## src/design/pfa_pkg.sv

```systemverilog
// Shared constants and types for the partition fit allocator.
`timescale 1ns / 1ps

package pfa_pkg;

  localparam int unsigned NUM_PARTITIONS_DEF = 16;
  localparam int unsigned SIZE_BITS_DEF      = 16;

  localparam int unsigned AMOUNT_W   = 16;
  localparam int unsigned PIDX_W     = 4;
  localparam int unsigned PIU_W      = 5;
  localparam int unsigned CFG_IDX_W  = 2;
  localparam int unsigned CFG_DATA_W = 5;

  localparam logic [PIU_W-1:0] PIU_RESET = 5'd16;

  // configuration register indexes
  localparam logic [CFG_IDX_W-1:0] REG_FIT_STRATEGY = 2'd0;
  localparam logic [CFG_IDX_W-1:0] REG_PARTS_IN_USE = 2'd1;

  // request kinds
  localparam logic REQ_LOAD  = 1'b0;
  localparam logic REQ_ALLOC = 1'b1;

  typedef enum logic [1:0] {
    FIT_FIRST = 2'd0,
    FIT_BEST  = 2'd1,
    FIT_WORST = 2'd2,
    FIT_NEXT  = 2'd3
  } fit_e;

endpackage

```

## src/design/pfa_cap_mem.sv

```systemverilog
// Free capacity table: one write port, one read port, registered read data.
`timescale 1ns / 1ps

module pfa_cap_mem #(
  parameter int unsigned DEPTH = pfa_pkg::NUM_PARTITIONS_DEF,
  parameter int unsigned AW    = 4,
  parameter int unsigned DW    = pfa_pkg::SIZE_BITS_DEF
) (
  input  logic          clk_i,
  input  logic          we_i,
  input  logic [AW-1:0] waddr_i,
  input  logic [DW-1:0] wdata_i,
  input  logic          re_i,
  input  logic [AW-1:0] raddr_i,
  output logic [DW-1:0] rdata_o
);

  logic [DW-1:0] mem [DEPTH];
  logic [DW-1:0] rdata_q;

  always_ff @(posedge clk_i) begin
    if (we_i) begin
      mem[waddr_i] <= wdata_i;
    end
  end

  always_ff @(posedge clk_i) begin
    if (re_i) begin
      rdata_q <= mem[raddr_i];
    end
  end

  assign rdata_o = rdata_q;

endmodule

```

## src/design/partition_fit_allocator_unit.sv

```systemverilog
// Top level of the partition fit allocator: control, search sequencer, registers.
// Load beat: written in the accept cycle (index in range), no result, busy stays low.
// Allocate beat: n = min(partitions_in_use, NUM_PARTITIONS) capacity reads, one per
//   cycle from the single read port; each read is registered and judged, and the
//   result is registered as a strobe; busy drops with it. n = 0: refused, no search.
// Results are one-cycle strobes; the receiver cannot stall them.
// Reset clears control, strategy (first fit), partition count (16) and rover (0);
//   the capacity table is not cleared and holds garbage until loaded.
`timescale 1ns / 1ps

module partition_fit_allocator_unit #(
  parameter int unsigned NUM_PARTITIONS = pfa_pkg::NUM_PARTITIONS_DEF,
  parameter int unsigned SIZE_BITS      = pfa_pkg::SIZE_BITS_DEF
) (
  input  logic                             clk_i,
  input  logic                             rst_ni,
  // configuration write channel
  input  logic                             cfg_valid_i,
  output logic                             cfg_ready_o,
  input  logic [pfa_pkg::CFG_IDX_W-1:0]    cfg_index_i,
  input  logic [pfa_pkg::CFG_DATA_W-1:0]   cfg_data_i,
  // command channel
  input  logic                             start,
  output logic                             busy,
  input  logic                             req_type_i,
  input  logic [pfa_pkg::PIDX_W-1:0]       partition_index_i,
  input  logic [pfa_pkg::AMOUNT_W-1:0]     amount_i,
  // result strobe
  output logic                             valid_o,
  output logic                             granted_o,
  output logic [pfa_pkg::PIDX_W-1:0]       granted_partition_o
);

  localparam int unsigned AW = (NUM_PARTITIONS > 1) ? $clog2(NUM_PARTITIONS) : 1;
  localparam int unsigned CW = AW + 1;
  localparam int unsigned PW = pfa_pkg::PIDX_W;

  typedef enum logic {
    ST_IDLE,
    ST_SCAN
  } state_e;

  // configuration registers
  pfa_pkg::fit_e                strat_q;
  logic [pfa_pkg::PIU_W-1:0]    piu_q;

  // sequencer state
  state_e                       state_q, state_d;
  logic [AW-1:0]                rover_q, rover_d;
  logic [SIZE_BITS-1:0]         req_q, req_d;
  logic [CW-1:0]                n_q, n_d;
  logic [AW-1:0]                scan_pos_q, scan_pos_d;
  logic [CW-1:0]                scan_left_q, scan_left_d;
  logic                         chk_vld_q, chk_vld_d;
  logic                         chk_last_q, chk_last_d;
  logic [AW-1:0]                chk_pos_q, chk_pos_d;
  logic                         found_q, found_d;
  logic [AW-1:0]                sel_q, sel_d;
  logic [SIZE_BITS-1:0]         sel_cap_q, sel_cap_d;
  logic                         res_vld_q, res_vld_d;
  logic                         res_grant_q, res_grant_d;
  logic [PW-1:0]                res_part_q, res_part_d;

  // memory port
  logic                         mem_we;
  logic [AW-1:0]                mem_waddr;
  logic [SIZE_BITS-1:0]         mem_wdata;
  logic                         mem_re;
  logic [SIZE_BITS-1:0]         rd_data;

  // datapath helpers
  logic                         accept;
  logic                         load_in_range;
  logic [CW-1:0]                n_now;
  logic [AW-1:0]                start_pos;
  logic [AW-1:0]                pos_next;
  logic                         fits;
  logic                         better;
  logic                         take;
  logic                         scan_done;
  logic                         fin_found;
  logic [AW-1:0]                fin_sel;
  logic [SIZE_BITS-1:0]         fin_cap;

  assign cfg_ready_o = 1'b1;
  assign busy        = (state_q != ST_IDLE);
  assign accept      = start && !busy;

  // Configuration must only be written while idle; the block does not enforce this and takes every beat.
  always_ff @(posedge clk_i or negedge rst_ni) begin
    if (!rst_ni) begin
      strat_q <= pfa_pkg::FIT_FIRST;
      piu_q   <= pfa_pkg::PIU_RESET;
    end else if (cfg_valid_i && cfg_ready_o) begin
      unique case (cfg_index_i)
        pfa_pkg::REG_FIT_STRATEGY: strat_q <= pfa_pkg::fit_e'(cfg_data_i[1:0]);
        pfa_pkg::REG_PARTS_IN_USE: piu_q   <= cfg_data_i;
        default: ;
      endcase
    end
  end

  // Clamp the searched count to the table depth.
  assign n_now = (32'(piu_q) >= NUM_PARTITIONS) ? CW'(NUM_PARTITIONS) : CW'(piu_q);

  // Next fit starts at the rover unless it lies past the searched range.
  assign start_pos = ((strat_q == pfa_pkg::FIT_NEXT) && (CW'(rover_q) < n_now)) ?
                     rover_q : '0;

  assign load_in_range = (32'(partition_index_i) < NUM_PARTITIONS);

  // Advance the read pointer with wrap at the searched count.
  assign pos_next = ((CW'(scan_pos_q) + CW'(1)) == n_q) ? '0 : scan_pos_q + AW'(1);

  // Evaluate the entry that came back from the table this cycle.
  assign fits   = (rd_data >= req_q);
  assign better = ((strat_q == pfa_pkg::FIT_BEST)  && (rd_data < sel_cap_q)) ||
                  ((strat_q == pfa_pkg::FIT_WORST) && (rd_data > sel_cap_q));
  assign take   = chk_vld_q && fits && (!found_q || better);

  // The last returned entry closes the search; fold its decision in directly.
  assign scan_done = chk_vld_q && chk_last_q;
  assign fin_found = found_q || take;
  assign fin_sel   = take ? chk_pos_q : sel_q;
  assign fin_cap   = take ? rd_data : sel_cap_q;

  // Table write: load beat while idle, or the granted entry when the search closes.
  always_comb begin
    mem_we    = 1'b0;
    mem_waddr = fin_sel;
    mem_wdata = fin_cap - req_q;
    if (state_q == ST_IDLE) begin
      mem_we    = accept && (req_type_i == pfa_pkg::REQ_LOAD) && load_in_range;
      mem_waddr = AW'(partition_index_i);
      mem_wdata = SIZE_BITS'(amount_i);
    end else begin
      mem_we = scan_done && fin_found;
    end
  end

  assign mem_re = (state_q == ST_SCAN) && (scan_left_q != '0);

  pfa_cap_mem #(
    .DEPTH (NUM_PARTITIONS),
    .AW    (AW),
    .DW    (SIZE_BITS)
  ) u_cap_mem (
    .clk_i   (clk_i),
    .we_i    (mem_we),
    .waddr_i (mem_waddr),
    .wdata_i (mem_wdata),
    .re_i    (mem_re),
    .raddr_i (scan_pos_q),
    .rdata_o (rd_data)
  );

  // Search sequencer: issue one read per cycle, judge each entry in the next cycle.
  always_comb begin
    state_d     = state_q;
    rover_d     = rover_q;
    req_d       = req_q;
    n_d         = n_q;
    scan_pos_d  = scan_pos_q;
    scan_left_d = scan_left_q;
    chk_vld_d   = 1'b0;
    chk_last_d  = 1'b0;
    chk_pos_d   = chk_pos_q;
    found_d     = found_q;
    sel_d       = sel_q;
    sel_cap_d   = sel_cap_q;
    res_vld_d   = 1'b0;
    res_grant_d = res_grant_q;
    res_part_d  = res_part_q;

    unique case (state_q)
      ST_IDLE: begin
        if (accept) begin
          if (req_type_i == pfa_pkg::REQ_LOAD) begin
            rover_d = '0;
          end else if (n_now == '0) begin
            // nothing to search: refuse at once
            res_vld_d   = 1'b1;
            res_grant_d = 1'b0;
            res_part_d  = '0;
          end else begin
            state_d     = ST_SCAN;
            req_d       = SIZE_BITS'(amount_i);
            n_d         = n_now;
            scan_pos_d  = start_pos;
            scan_left_d = n_now;
            found_d     = 1'b0;
          end
        end
      end
      ST_SCAN: begin
        if (scan_left_q != '0) begin
          chk_vld_d   = 1'b1;
          chk_last_d  = (scan_left_q == CW'(1));
          chk_pos_d   = scan_pos_q;
          scan_pos_d  = pos_next;
          scan_left_d = scan_left_q - CW'(1);
        end
        if (take) begin
          found_d   = 1'b1;
          sel_d     = chk_pos_q;
          sel_cap_d = rd_data;
        end
        if (scan_done) begin
          state_d     = ST_IDLE;
          res_vld_d   = 1'b1;
          res_grant_d = fin_found;
          res_part_d  = fin_found ? PW'(fin_sel) : '0;
          // next fit leaves the rover on the granted partition
          if (fin_found && (strat_q == pfa_pkg::FIT_NEXT)) begin
            rover_d = fin_sel;
          end
        end
      end
      default: state_d = ST_IDLE;
    endcase
  end

  always_ff @(posedge clk_i or negedge rst_ni) begin
    if (!rst_ni) begin
      state_q     <= ST_IDLE;
      rover_q     <= '0;
      scan_left_q <= '0;
      chk_vld_q   <= 1'b0;
      chk_last_q  <= 1'b0;
      found_q     <= 1'b0;
      res_vld_q   <= 1'b0;
      res_grant_q <= 1'b0;
      res_part_q  <= '0;
    end else begin
      state_q     <= state_d;
      rover_q     <= rover_d;
      scan_left_q <= scan_left_d;
      chk_vld_q   <= chk_vld_d;
      chk_last_q  <= chk_last_d;
      found_q     <= found_d;
      res_vld_q   <= res_vld_d;
      res_grant_q <= res_grant_d;
      res_part_q  <= res_part_d;
    end
  end

  // payload registers, no reset
  always_ff @(posedge clk_i) begin
    req_q      <= req_d;
    n_q        <= n_d;
    scan_pos_q <= scan_pos_d;
    chk_pos_q  <= chk_pos_d;
    sel_q      <= sel_d;
    sel_cap_q  <= sel_cap_d;
  end

  assign valid_o             = res_vld_q;
  assign granted_o           = res_grant_q;
  assign granted_partition_o = res_part_q;

  // A result never shows while a search is still running.
  a_strobe_when_idle : assert property (@(posedge clk_i) disable iff (!rst_ni)
    valid_o |-> !busy)
    else $error("result strobe raised during a search");

  // A load beat leaves the block idle and silent.
  a_load_quiet : assert property (@(posedge clk_i) disable iff (!rst_ni)
    (accept && (req_type_i == pfa_pkg::REQ_LOAD)) |=> (!busy && !valid_o))
    else $error("load beat started a search or produced a result");

  // An allocate beat either searches or answers at once.
  a_alloc_progress : assert property (@(posedge clk_i) disable iff (!rst_ni)
    (accept && (req_type_i == pfa_pkg::REQ_ALLOC)) |=> (busy || valid_o))
    else $error("allocate beat dropped");

  // A result ends every search: leaving the scan state raises the strobe.
  a_scan_ends_in_result : assert property (@(posedge clk_i) disable iff (!rst_ni)
    $fell(busy) |-> valid_o)
    else $error("search ended without a result");

endmodule
```

## config.mk

```make
export PLATFORM = sky130hd
export DESIGN_NAME = partition_fit_allocator_unit
export DESIGN_NICKNAME = d
export VERILOG_FILES = /design/src/design/pfa_pkg.sv /design/src/design/pfa_cap_mem.sv /design/src/design/partition_fit_allocator_unit.sv
export SDC_FILE = /design/constraint.sdc
export NUM_CORES = 1
export LEC_CHECK = 0
export BUFFER_PORTS_ARGS = -buffer_cell sky130_fd_sc_hd__buf_4
export CAP_MARGIN = 40
export CORE_ASPECT_RATIO = 1.4
export CORE_UTILIZATION = 58
export DETAILED_ROUTE_END_ITERATION = 12
export PLACE_DENSITY = 0.79
export SETUP_SLACK_MARGIN = 0.02
export SLEW_MARGIN = 15
export SYNTH_ARGS = -nofsm -noshare
export SYNTH_HDL_FRONTEND = slang
export SYNTH_SLANG_ARGS = --single-unit
export TNS_END_PERCENT = 5
```

## constraint.sdc

```tcl
create_clock -name clk_i -period 12.6 [get_ports clk_i]
set_input_delay 1.26 -clock clk_i [delete_from_list [all_inputs] [get_ports clk_i]]
set_output_delay 1.26 -clock clk_i [all_outputs]
set_load 0.005 [all_outputs]
```

==> results of run 1 <==
[worst paths after layout]
kind / start / endpoint / slack, ns
worst max-delay path: req_q[1] / u_cap_mem.mem[4][12] / 6.62
worst min-delay path: granted_partition_o[3] / granted_partition_o[3] / 0.50
worst max register to register: req_q[1] / u_cap_mem.mem[4][12] / 6.62
worst min register to register: granted_partition_o[3] / granted_partition_o[3] / 0.50
max in group asynchronous: rst_ni / piu_q[4] / 11.72
min in group asynchronous: rst_ni / scan_left_q[1] / 0.59
[through the flow]
stage,hold WS [ns],utilization (%),setup WS [ns],power [uW]
5_1_grt,0.532,66.9,6.23,5170
6_report,0.502,66.9,6.62,4920
4_1_cts,0.500,66.8,6.44,4920
3_3_place_gp,0.464,62.6,6.65,3940
2_1_floorplan,0.424,-,7.60,3390
3_5_place_dp,0.485,63.2,6.47,4040
[layout make-up]
type	count	area [um^2]
fillers	1656	8410
well taps	319	399
multi-input cells	435	4540
repair buffers	72	611
flip-flops and latches	347	10300
clock buffers	35	769
clock inverters	21	165
inverters	54	203
[state kept, by name (all words and copies together), names as in the netlist]
register and cells:
u_cap_mem.mem 256, req_q 16, sel_cap_q 16, u_cap_mem.rdata_o 16, n_q 5, piu_q 5, scan_left_q 5, chk_pos_q 4
granted_partition_o 4, rover_q 4, scan_pos_q 4, sel_q 4, strat_q 2, busy 1, chk_last_q 1, chk_vld_q 1
found_q 1, granted_o 1, valid_o 1
[power by group through the flow]
stage	registers, uW	clock network (uW)	logic (uW)
floorplan	2030	0	1350
CTS	2040	882	2000
global route	2050	924	2200
finish	2040	876	2010
global placement	2070	0	1860
detailed placement	2060	0	1980
[logic make-up (layout without fill, tap and decap cells)]
logic type,count (synthesis),after routing
fa+ha+maj,55,55
xor+xnor,17,17
simple gates,132,132
mux,107,107
compound gates,123,123
buf+inv,85,182
flops,347,347
other cells,1,1
[placed cells by master, fill, tap and decap left out, drive strengths merged, types with 5 or more instances in the layout]
cell	n
nand3	7
a21o	11
o21ai	36
dfrtp	25
ha	54
mux2i	10
nand2b	7
clkinv	15
xor2	5
nor2	28
clkbuf	35
nor2b	6
inv	53
xnor2	11
a21oi	22
o22ai	8
clkinvlp	6
a211oi	12
nand2	48
mux2	17
mux4	80
a22o	7
edfxtp	321
buf	72
nor3	14
[worst register-to-register path, delay by kind of cell (launching register included)]
kind / cells / cell delay [ns]
flip-flops: 1 / 0.40
adder cells (fa/ha/maj): 3 / 0.95
buffers and inverters: 2 / 0.46
multiplexers: 1 / 0.15
AO/OA/AOI/OAI: 10 / 2.93
AND/OR/NAND/NOR: 2 / 0.80
[cells in the mapped netlist, drive strengths merged, types with 12 or more instances]
cell type	count
clkbuf	20
ha	54
a21oi	22
mux2	17
mux4	80
nor3	14
dfrtp	25
inv	53
o21ai	36
nand2	48
edfxtp	321
nor2	28
a211oi	12
[layer usage]
layer	vias up	part of all wire [%]
met5	-	0
met4	0	3.6
met3	87	6.4
met2	347	53
met1	4206	37
li1	3574	-
==> impl_metrics.yaml, run 1 <==
synthesis:
  synth_area_leaders: "edfxtp_1 64%, mux4_2 12%, ha_1 4.5%, dfrtp_1 4.2%, inv_1 1.3%"
  synthFlopType: "edfxtp_1"
  synth_area_per_cell_um2: 17.3
  synthXorXnorAreaFrac_pct: 1.08
  ys_ff_latch: 347
  synthSimpleGateAreaFrac_pct: 4.20
  synth_edf_count: 321
  ys_seq_area_share_pct: 68.5
  synthDistinctLibCells: 58
  synth_nets: 954
  synthAdderAreaFrac_pct: 4.63
  synth_top_area_cell: "edfxtp_1"
  mappedNetlistArea_um2: 15000
  synth_cells: 867
  synth_top_family_by_area: "multiplexers"
  synth.area.mux_share_pct: 14.0
  async_flop_share_pct: 7.49
  synth_compound_area_share_pct: 5.39
  synth_top_area_share_pct: 64.2
  yosysWarnings: 0
clock_network:
  cts_resized: 0
  cts_made_buffers: 30
  cts_tree: "yes"
  cts.sinks: 347
  path_clk_slew_ns: 0.07
  cts_root_buffer: "clkbuf_16"
  htree_levels: 1
  clockBufferDepth: 3
  clk_latency_ns: 0.57
  post_cts_buffers: 0
  postCtsHoldBufs: 0
power:
  intPower_uw: 3170
  p_sw_uw: 1750
  peakVddDrop_v: 0.000225
  p_per_area_nw_per_um2: 290
  swShare_pct: 35.5
  clockPowerShare_pct: 17.8
  comb_power_share_pct: 40.8
  p_leak_uw: 0.00598
  p_seq_share_pct: 41.4
finish:
  n_antenna_cell: 0
  layout-drive-gt1-share_pct: 25.1
  layout.nets: 1027
  area_delta_synth_final_pct: 13.0
  fin_cells: 1283
  finish.instance_area_um2: 17000
run:
  maxCapViolations: 0
sta:
  post-route-min-period_ns: 5.98
  worst_pin_slew_ns: 0.779
  hold_viol: 0
  fmax_mhz: 167
  rsz0062_at_grt: "no"
  final.setup_skew_ns: 0.00961
  setup_tns_ns: 0
  setup_viol: 0
  slew_headroom_pct: 47.9
  maxSlewViolCount: 0
  period_share_pct: 47.4
grt:
  track_usage_pct: 25.8
  grt_max_degree: 55
  gr-usage-met3_pct: 2.75
  grt_use_met2_pct: 47.0
  grt-ovfl-total: 0
  top_usage_layer: "met2"
  antenna_found_initial: 0
  grt_pass1_vias: 8536
  use_met1_pct: 31.8
  grt_pass1_wl_um: 50400
worst_setup_path:
  crit_family: "compound AO/OA/AOI/OAI gates"
  critPathKind: "reg -> reg"
  cp_num_buf_inv: 2
  critPathLaunchType: "flop"
  crit_fanout: 24
  cp_cell_sequence: "inv_1, ha_1, a2111oi_0, o31a_1, o41ai_1, and4_1, buf_4, mux2i_1, ha_1, fa_1, nor2b_1, o21ai_0, a21boi_0, o22ai_1, o21ai_0, a21o_1, a211o_1, a22o_1"
  arrival_ns: 6.27
  rr_worst_depth: 18
  critical-path-slowest-cell: "and4_1"
  cp-end-kind: "flop"
  critPathMaxStageDelay_ns: 0.68
  cp.depth: 18
  worst_ep_required_time_ns: 12.90
detailed_routing:
  drt-initial-drc-count: 694
  wirelength_um: 33200
  ant_nets: 0
  num_vias: 8214
  drtPass1Iterations: 5
  wire_per_inst_um: 25.9
  via_per_inst: 6.40
  drc: 0
hold_path:
  hold_path_class: "reg -> reg"
  worstHoldPathCells: 2
placed_design:
  gp_congestion: 0.861
  dpl.cell_count: 1226
  port_buffers: 38
  dpl.hpwl_um: 20800
  place_area_um2: 16000
floorplanning:
  coreArea_um2: 25400
  initial_core_util_pct: 59.2
  ios: 40
  die_w_um: 138
  die_y_um: 192
  die-area_um2: 26600
  placementRows: 69
outcome:
  outcome: "finished, final reports clean"
Note: power is estimated with default switching activity, not from simulation.
==> run 2: changes to the inputs <==
--- a/config.mk
+++ b/config.mk
@@ -8,9 +8,9 @@
 export BUFFER_PORTS_ARGS = -buffer_cell sky130_fd_sc_hd__buf_4
 export CAP_MARGIN = 40
 export CORE_ASPECT_RATIO = 1.4
-export CORE_UTILIZATION = 58
+export CORE_UTILIZATION = 56
 export DETAILED_ROUTE_END_ITERATION = 12
-export PLACE_DENSITY = 0.79
+export PLACE_DENSITY = 0.8
 export SETUP_SLACK_MARGIN = 0.02
 export SLEW_MARGIN = 15
 export SYNTH_ARGS = -nofsm -noshare
==> constraint.sdc (replaced) <==
create_clock -name clk_i -period 5.4 [get_ports clk_i]
set_input_delay 0.54 -clock clk_i [delete_from_list [all_inputs] [get_ports clk_i]]
set_output_delay 0.54 -clock clk_i [all_outputs]
set_load 0.005 [all_outputs]
==> run 2 against run 1 <==
Final cell count up 0.78%; worst hold slack worse by 0.35 ns; largest cell class unchanged; flip-flop and latch count unchanged; largest power group unchanged.
==> impl_metrics.yaml, run 2 (same netlist as run 1, synthesis figures left out) <==
outcome:
  outcome: "finished, final reports clean"
detailed_routing:
  ant_nets: 0
  drtPass1Iterations: 4
  wire_per_inst_um: 26.4
  drt-initial-drc-count: 674
  wirelength_um: 34100
  drc: 0
  via_per_inst: 6.33
  num_vias: 8187
floorplanning:
  die-area_um2: 27500
  placementRows: 70
  ios: 40
  die_y_um: 196
  coreArea_um2: 26300
  initial_core_util_pct: 57.2
  die_w_um: 140
power:
  p_leak_uw: 0.00604
  finalPower_uw: 11700
  peakVddDrop_v: 0.000377
  p_per_area_nw_per_um2: 686
grt:
  grt_pass1_vias: 8611
  antenna_found_initial: 0
  grt-ovfl-total: 0
  grt_max_degree: 57
  grt_pass1_wl_um: 51500
  track_usage_pct: 26.1
sta:
  maxSlewViolCount: 0
  period_share_pct: 95.6
  setup_viol: 0
  slew_headroom_pct: 43.9
  fmax_mhz: 194
  post-route-min-period_ns: 5.16
  hold_viol: 0
  worst_pin_slew_ns: 0.842
  final.setup_skew_ns: 0.0149
finish:
  final_core_utilization_pct: 64.7
  mostFrequentLayoutCell: "edfxtp_1"
  layout.nets: 1033
  finish.instance_area_um2: 17000
  area_delta_synth_final_pct: 13.2
  layout_common_cells: "321 x edfxtp_1, 80 x mux4_2, 72 x buf_4"
  n_antenna_cell: 0
  top_register: "u_cap_mem.mem"
  largest_reg_flops: 256
  fin_cells: 1293
  layout-drive-gt1-share_pct: 25.6
worst_setup_path:
  critical-path-slowest-cell: "or4_1"
  rr_worst_depth: 19
  r2r_slack_ns: 0.24
  critPathKind: "reg -> reg"
  crit_fanout: 25
  critPathMaxStageDelay_ns: 0.57
  cp_num_buf_inv: 2
  r2r_end: "u_cap_mem.mem[9][15]"
  timing.rr.start: "u_cap_mem.rdata_o[14]"
  arrival_ns: 5.57
  cp-end-kind: "flop"
  crit_family: "simple AND/OR/NAND/NOR gates"
  critPathLaunchType: "flop"
  cp_cell_sequence: "ha_1, nand4_1, a21oi_1, a211o_1, or4_1, and4_4, buf_6, nand2_1, o21ai_0, ha_1, or4_1, nor2_2, a32oi_2, nand4_1, a21boi_0, o41ai_1, xnor3_1, a21oi_2, buf_2"
  worst_ep_required_time_ns: 5.81
placed_design:
  gp_congestion: 0.886
  dpl.hpwl_um: 20600
  place_area_um2: 15900
  dpl.cell_count: 1232
  port_buffers: 38
hold_path:
  hold_path_class: "in -> reg"
  min_to: "req_q[4]"
  worstHoldPathCells: 1
  hold_start: "amount_i[4]"
clock_network:
  clk_latency_ns: 0.58
  cts_made_buffers: 31
  path_clk_slew_ns: 0.07
  cts_tree: "yes"
  cts_root_buffer: "clkbuf_16"
  clockBufferDepth: 3
  cts.sinks: 347
  htree_levels: 1
run:
  maxCapViolations: 0
-- run 2: cell types whose count changed in the layout (fill, tap and decap cells not counted), sizes merged --
cell,change
clkbuf,+5
buf,+3
clkinv,-1
inv,+1
clkinvlp,-5
dlygate4sd3,+1
bufinv,+1
-- run 2: worst max-delay path by stage --
stage,end,slack (ns),startpoint,depth (start not counted)
final,u_cap_mem.mem[9][15],0.24,u_cap_mem.rdata_o[14],19
after global routing,u_cap_mem.mem[13][12],-0.009,u_cap_mem.rdata_o[14],19
after CTS,u_cap_mem.mem[10][14],0.14,u_cap_mem.rdata_o[15],15
after detailed placement,u_cap_mem.mem[3][14],0.02,u_cap_mem.rdata_o[15],18
after global placement,u_cap_mem.mem[10][15],0.05,u_cap_mem.rdata_o[15],18
after floorplan,u_cap_mem.mem[0][15],0.40,u_cap_mem.rdata_o[13],19
-- run 2: layer usage --
metal  global-route usage [%]  wire length, um  up-vias  part of all wire (%)
met4                     13.0             1590        0                   4.6
met3                     2.88             1610      103                   4.7
li1                         -                -     3588                     -
met1                     30.7            12500     4175                    37
met5                        0                0        -                     0
met2                     47.3            18400      321                    54
-- run 2: metrics by stage --
stage	setup TNS, ns	hold slack [ns]	setup slack (ns)
4_1_cts	0	0.133	0.138
5_1_grt	-0.0524	0.137	-0.00876
3_5_place_dp	0	0.462	0.0218
2_1_floorplan	0	0.244	0.401
6_report	0	0.152	0.240
3_3_place_gp	0	0.460	0.0543
-- run 2: area by class of cell --
type / count / area, um^2
Sequential cell: 347 / 10300
Multi-Input combinational cell: 435 / 4530
Tap cell: 324 / 405
Fill cell: 1711 / 9270
Inverter: 54 / 203
Clock buffer: 39 / 836
Timing Repair Buffer: 77 / 602
Clock inverter: 17 / 140
-- run 2: where the power goes --
part | leakage (uW) | switching (uW) | internal [uW]
combinational | 0.00230 | 2930 | 1810
clock | 0.000477 | 947 | 1190
sequential | 0.00327 | 227 | 4560
total | 0.00604 | 4110 | 7550
-- run 2: what timing repair did --
item | CTS | global route
setup endpoints to repair | 48 | 64
buffers inserted | 0 | 2
cloned | 0 | 1
endpoints found under the hold margin | 25 | 0
hold buffers | 1 | 0
pin swaps | 0 | 3
gates resized for setup | 2 | 12
==> run 3: changes to the inputs <==
--- a/config.mk
+++ b/config.mk
@@ -8,6 +8,7 @@
 export BUFFER_PORTS_ARGS = -buffer_cell sky130_fd_sc_hd__buf_4
 export CAP_MARGIN = 40
 export CORE_ASPECT_RATIO = 1.4
+export CORE_MARGIN = 1.5
 export CORE_UTILIZATION = 56
 export DETAILED_ROUTE_END_ITERATION = 12
 export PLACE_DENSITY = 0.8
==> constraint.sdc (replaced) <==
create_clock -name clk_i -period 5.4 [get_ports clk_i]
set_input_delay 0.81 -clock clk_i [delete_from_list [all_inputs] [get_ports clk_i]]
set_output_delay 0.81 -clock clk_i [all_outputs]
set_load 0.005 [all_outputs]
==> run 3 against run 2 <==
Clock skew shrank 0.00073 ns; clock-buffer cell count shrank 4; core utilization grew 0.16 points; register-to-register slack gained 0.06 ns; sequential share of layout area shrank 0.15 points; critical path depth shrank 1; routed wire length shrank 0.77%; die area grew 1.2%; worst hold slack lost 0.0052 ns; cell area grew 0.25%; via count grew 2.4%; combinational power is essentially flat; critical path type unchanged; largest cell class unchanged; largest power group unchanged.
==> impl_metrics.yaml, run 3 (same netlist as run 1, synthesis figures left out) <==
floorplanning:
  die_y_um: 197
  ios: 40
  placementRows: 70
  coreArea_um2: 26300
  die_w_um: 141
  initial_core_util_pct: 57.2
  die-area_um2: 27800
finish:
  layout-drive-gt1-share_pct: 25.8
  layout.nets: 1033
  largest_reg_flops: 256
  n_antenna_cell: 0
  fin_cells: 1294
  mostFrequentLayoutCell: "edfxtp_1"
  layout_common_cells: "321 x edfxtp_1, 80 x mux4_2, 71 x buf_4"
  top_register: "u_cap_mem.mem"
  fill_cells: 1724
  area_delta_synth_final_pct: 13.5
detailed_routing:
  wire_per_inst_um: 26.2
  drc: 0
  num_vias: 8387
  wirelength_um: 33900
  via_per_inst: 6.48
  ant_nets: 0
  drt-initial-drc-count: 705
  drtPass1Iterations: 4
worst_setup_path:
  crit_family: "compound AO/OA/AOI/OAI gates"
  crit_fanout: 25
  cp_num_buf_inv: 3
  critPathMaxStageDelay_ns: 0.55
  cp-end-kind: "flop"
  cp_cell_sequence: "ha_1, nand4_1, buf_4, a21oi_1, a211o_1, or4_1, and4_1, buf_6, nand2_1, o21ai_0, ha_1, or4_1, o22ai_1, o21ai_0, buf_4, a21o_1, a211o_1, a22o_2"
  critical-path-slowest-cell: "or4_1"
  worst_ep_required_time_ns: 5.68
  arrival_ns: 5.38
  critPathKind: "reg -> reg"
  critPathLaunchType: "flop"
placed_design:
  dpl.hpwl_um: 20600
  gp_congestion: 0.881
  dpl.cell_count: 1233
  pre_cts_ws_ns: 0.0698
  port_buffers: 38
clock_network:
  cts_made_buffers: 31
  cts_tree: "yes"
  clockBufferDepth: 3
  clk_latency_ns: 0.57
  path_clk_slew_ns: 0.07
  cts_root_buffer: "clkbuf_16"
  htree_levels: 1
  cts.sinks: 347
grt:
  grt_pass1_vias: 8513
  grt_max_degree: 61
  antenna_found_initial: 0
  grt-ovfl-total: 0
  grt_pass1_wl_um: 50900
  track_usage_pct: 25.1
sta:
  setup_tns_ns: 0
  post-route-min-period_ns: 5.10
  period_share_pct: 94.5
  setup_ws_ns: 0.299
  final.setup_skew_ns: 0.0141
  worst_pin_slew_ns: 0.850
  hold_viol: 0
  rsz0062_at_grt: "no"
  setup_viol: 0
  slew_headroom_pct: 42.6
  fmax_mhz: 196
  maxSlewViolCount: 0
run:
  maxCapViolations: 0
power:
  p_per_area_nw_per_um2: 682
  peakVddDrop_v: 0.000349
  p_leak_uw: 0.00606
hold_path:
  hold_path_class: "in -> async"
outcome:
  outcome: "finished, final reports clean"
## run 3: report_power, final
| group | switching [uW] | internal (uW) |
|---|---|---|
| Clock | 938 | 1150 |
| Sequential | 242 | 4560 |
| Combinational | 2910 | 1830 |
| Total | 4090 | 7540 |
## run 3: worst paths after layout
path,from,to,slack (ns),cells past startpoint
max in group asynchronous,rst_ni,piu_q[4],4.95,1
hold reg to reg,granted_partition_o[2],granted_partition_o[2],0.49,2
setup / recovery,u_cap_mem.rdata_o[14],u_cap_mem.mem[8][12],0.30,18
min in group clk_i,amount_i[4],req_q[4],0.42,1
setup reg to reg,u_cap_mem.rdata_o[14],u_cap_mem.mem[8][12],0.30,18
hold / removal,rst_ni,granted_partition_o[1],0.15,1
## run 3: cell type report
class / instances / area (um^2) / area share, %
timing repair buffer: 77 / 662 / 3.88
multi-input combinational: 435 / 4520 / 26.5
sequential: 347 / 10300 / 60.4
inverter: 54 / 203 / 1.19
tap: 324 / 405 / 2.38
clock inverter: 22 / 170 / 0.998
clock buffer: 35 / 791 / 4.64
## run 3: what timing repair did
item,4_1_cts,5_1_grt
buffers inserted,0,1
endpoints found under the setup margin,32,64
pin swaps,0,1
hold buffers,0,0
gates resized for setup,2,8
## run 3: through the flow
| stage | power, uW | instance area, um^2 | utilization (%) | hold slack, ns |
|---|---|---|---|---|
| 2_1_floorplan | 7900 | 15000 | - | 0.424 |
| 3_3_place_gp | 9190 | 15900 | 60.6 | 0.466 |
| 3_5_place_dp | 9390 | 16000 | 60.8 | 0.471 |
| 4_1_cts | 11600 | 17000 | 64.5 | 0.136 |
| 5_1_grt | 12200 | 17000 | 64.9 | 0.167 |
| 6_report | 11600 | 17000 | 64.9 | 0.147 |
## run 3: worst reg2reg max path: cells and delay by family, from the launching register on
| family | cells | cell delay (ns) |
|---|---|---|
| flops | 1 | 0.44 |
| fa+ha+maj | 2 | 0.58 |
| buf+inv | 3 | 0.55 |
| simple gates | 5 | 1.51 |
| compound gates | 8 | 1.74 |
## run 3: routing by layer
| layer | vias to the layer above | track usage, % | routed length [um] |
|---|---|---|---|
| met5 | - | 0 | 0 |
| met4 | 0 | 11.2 | 1340 |
| met3 | 90 | 2.96 | 2250 |
| met2 | 392 | 44.6 | 18000 |
| met1 | 4300 | 30.9 | 12200 |
| li1 | 3605 | - | - |
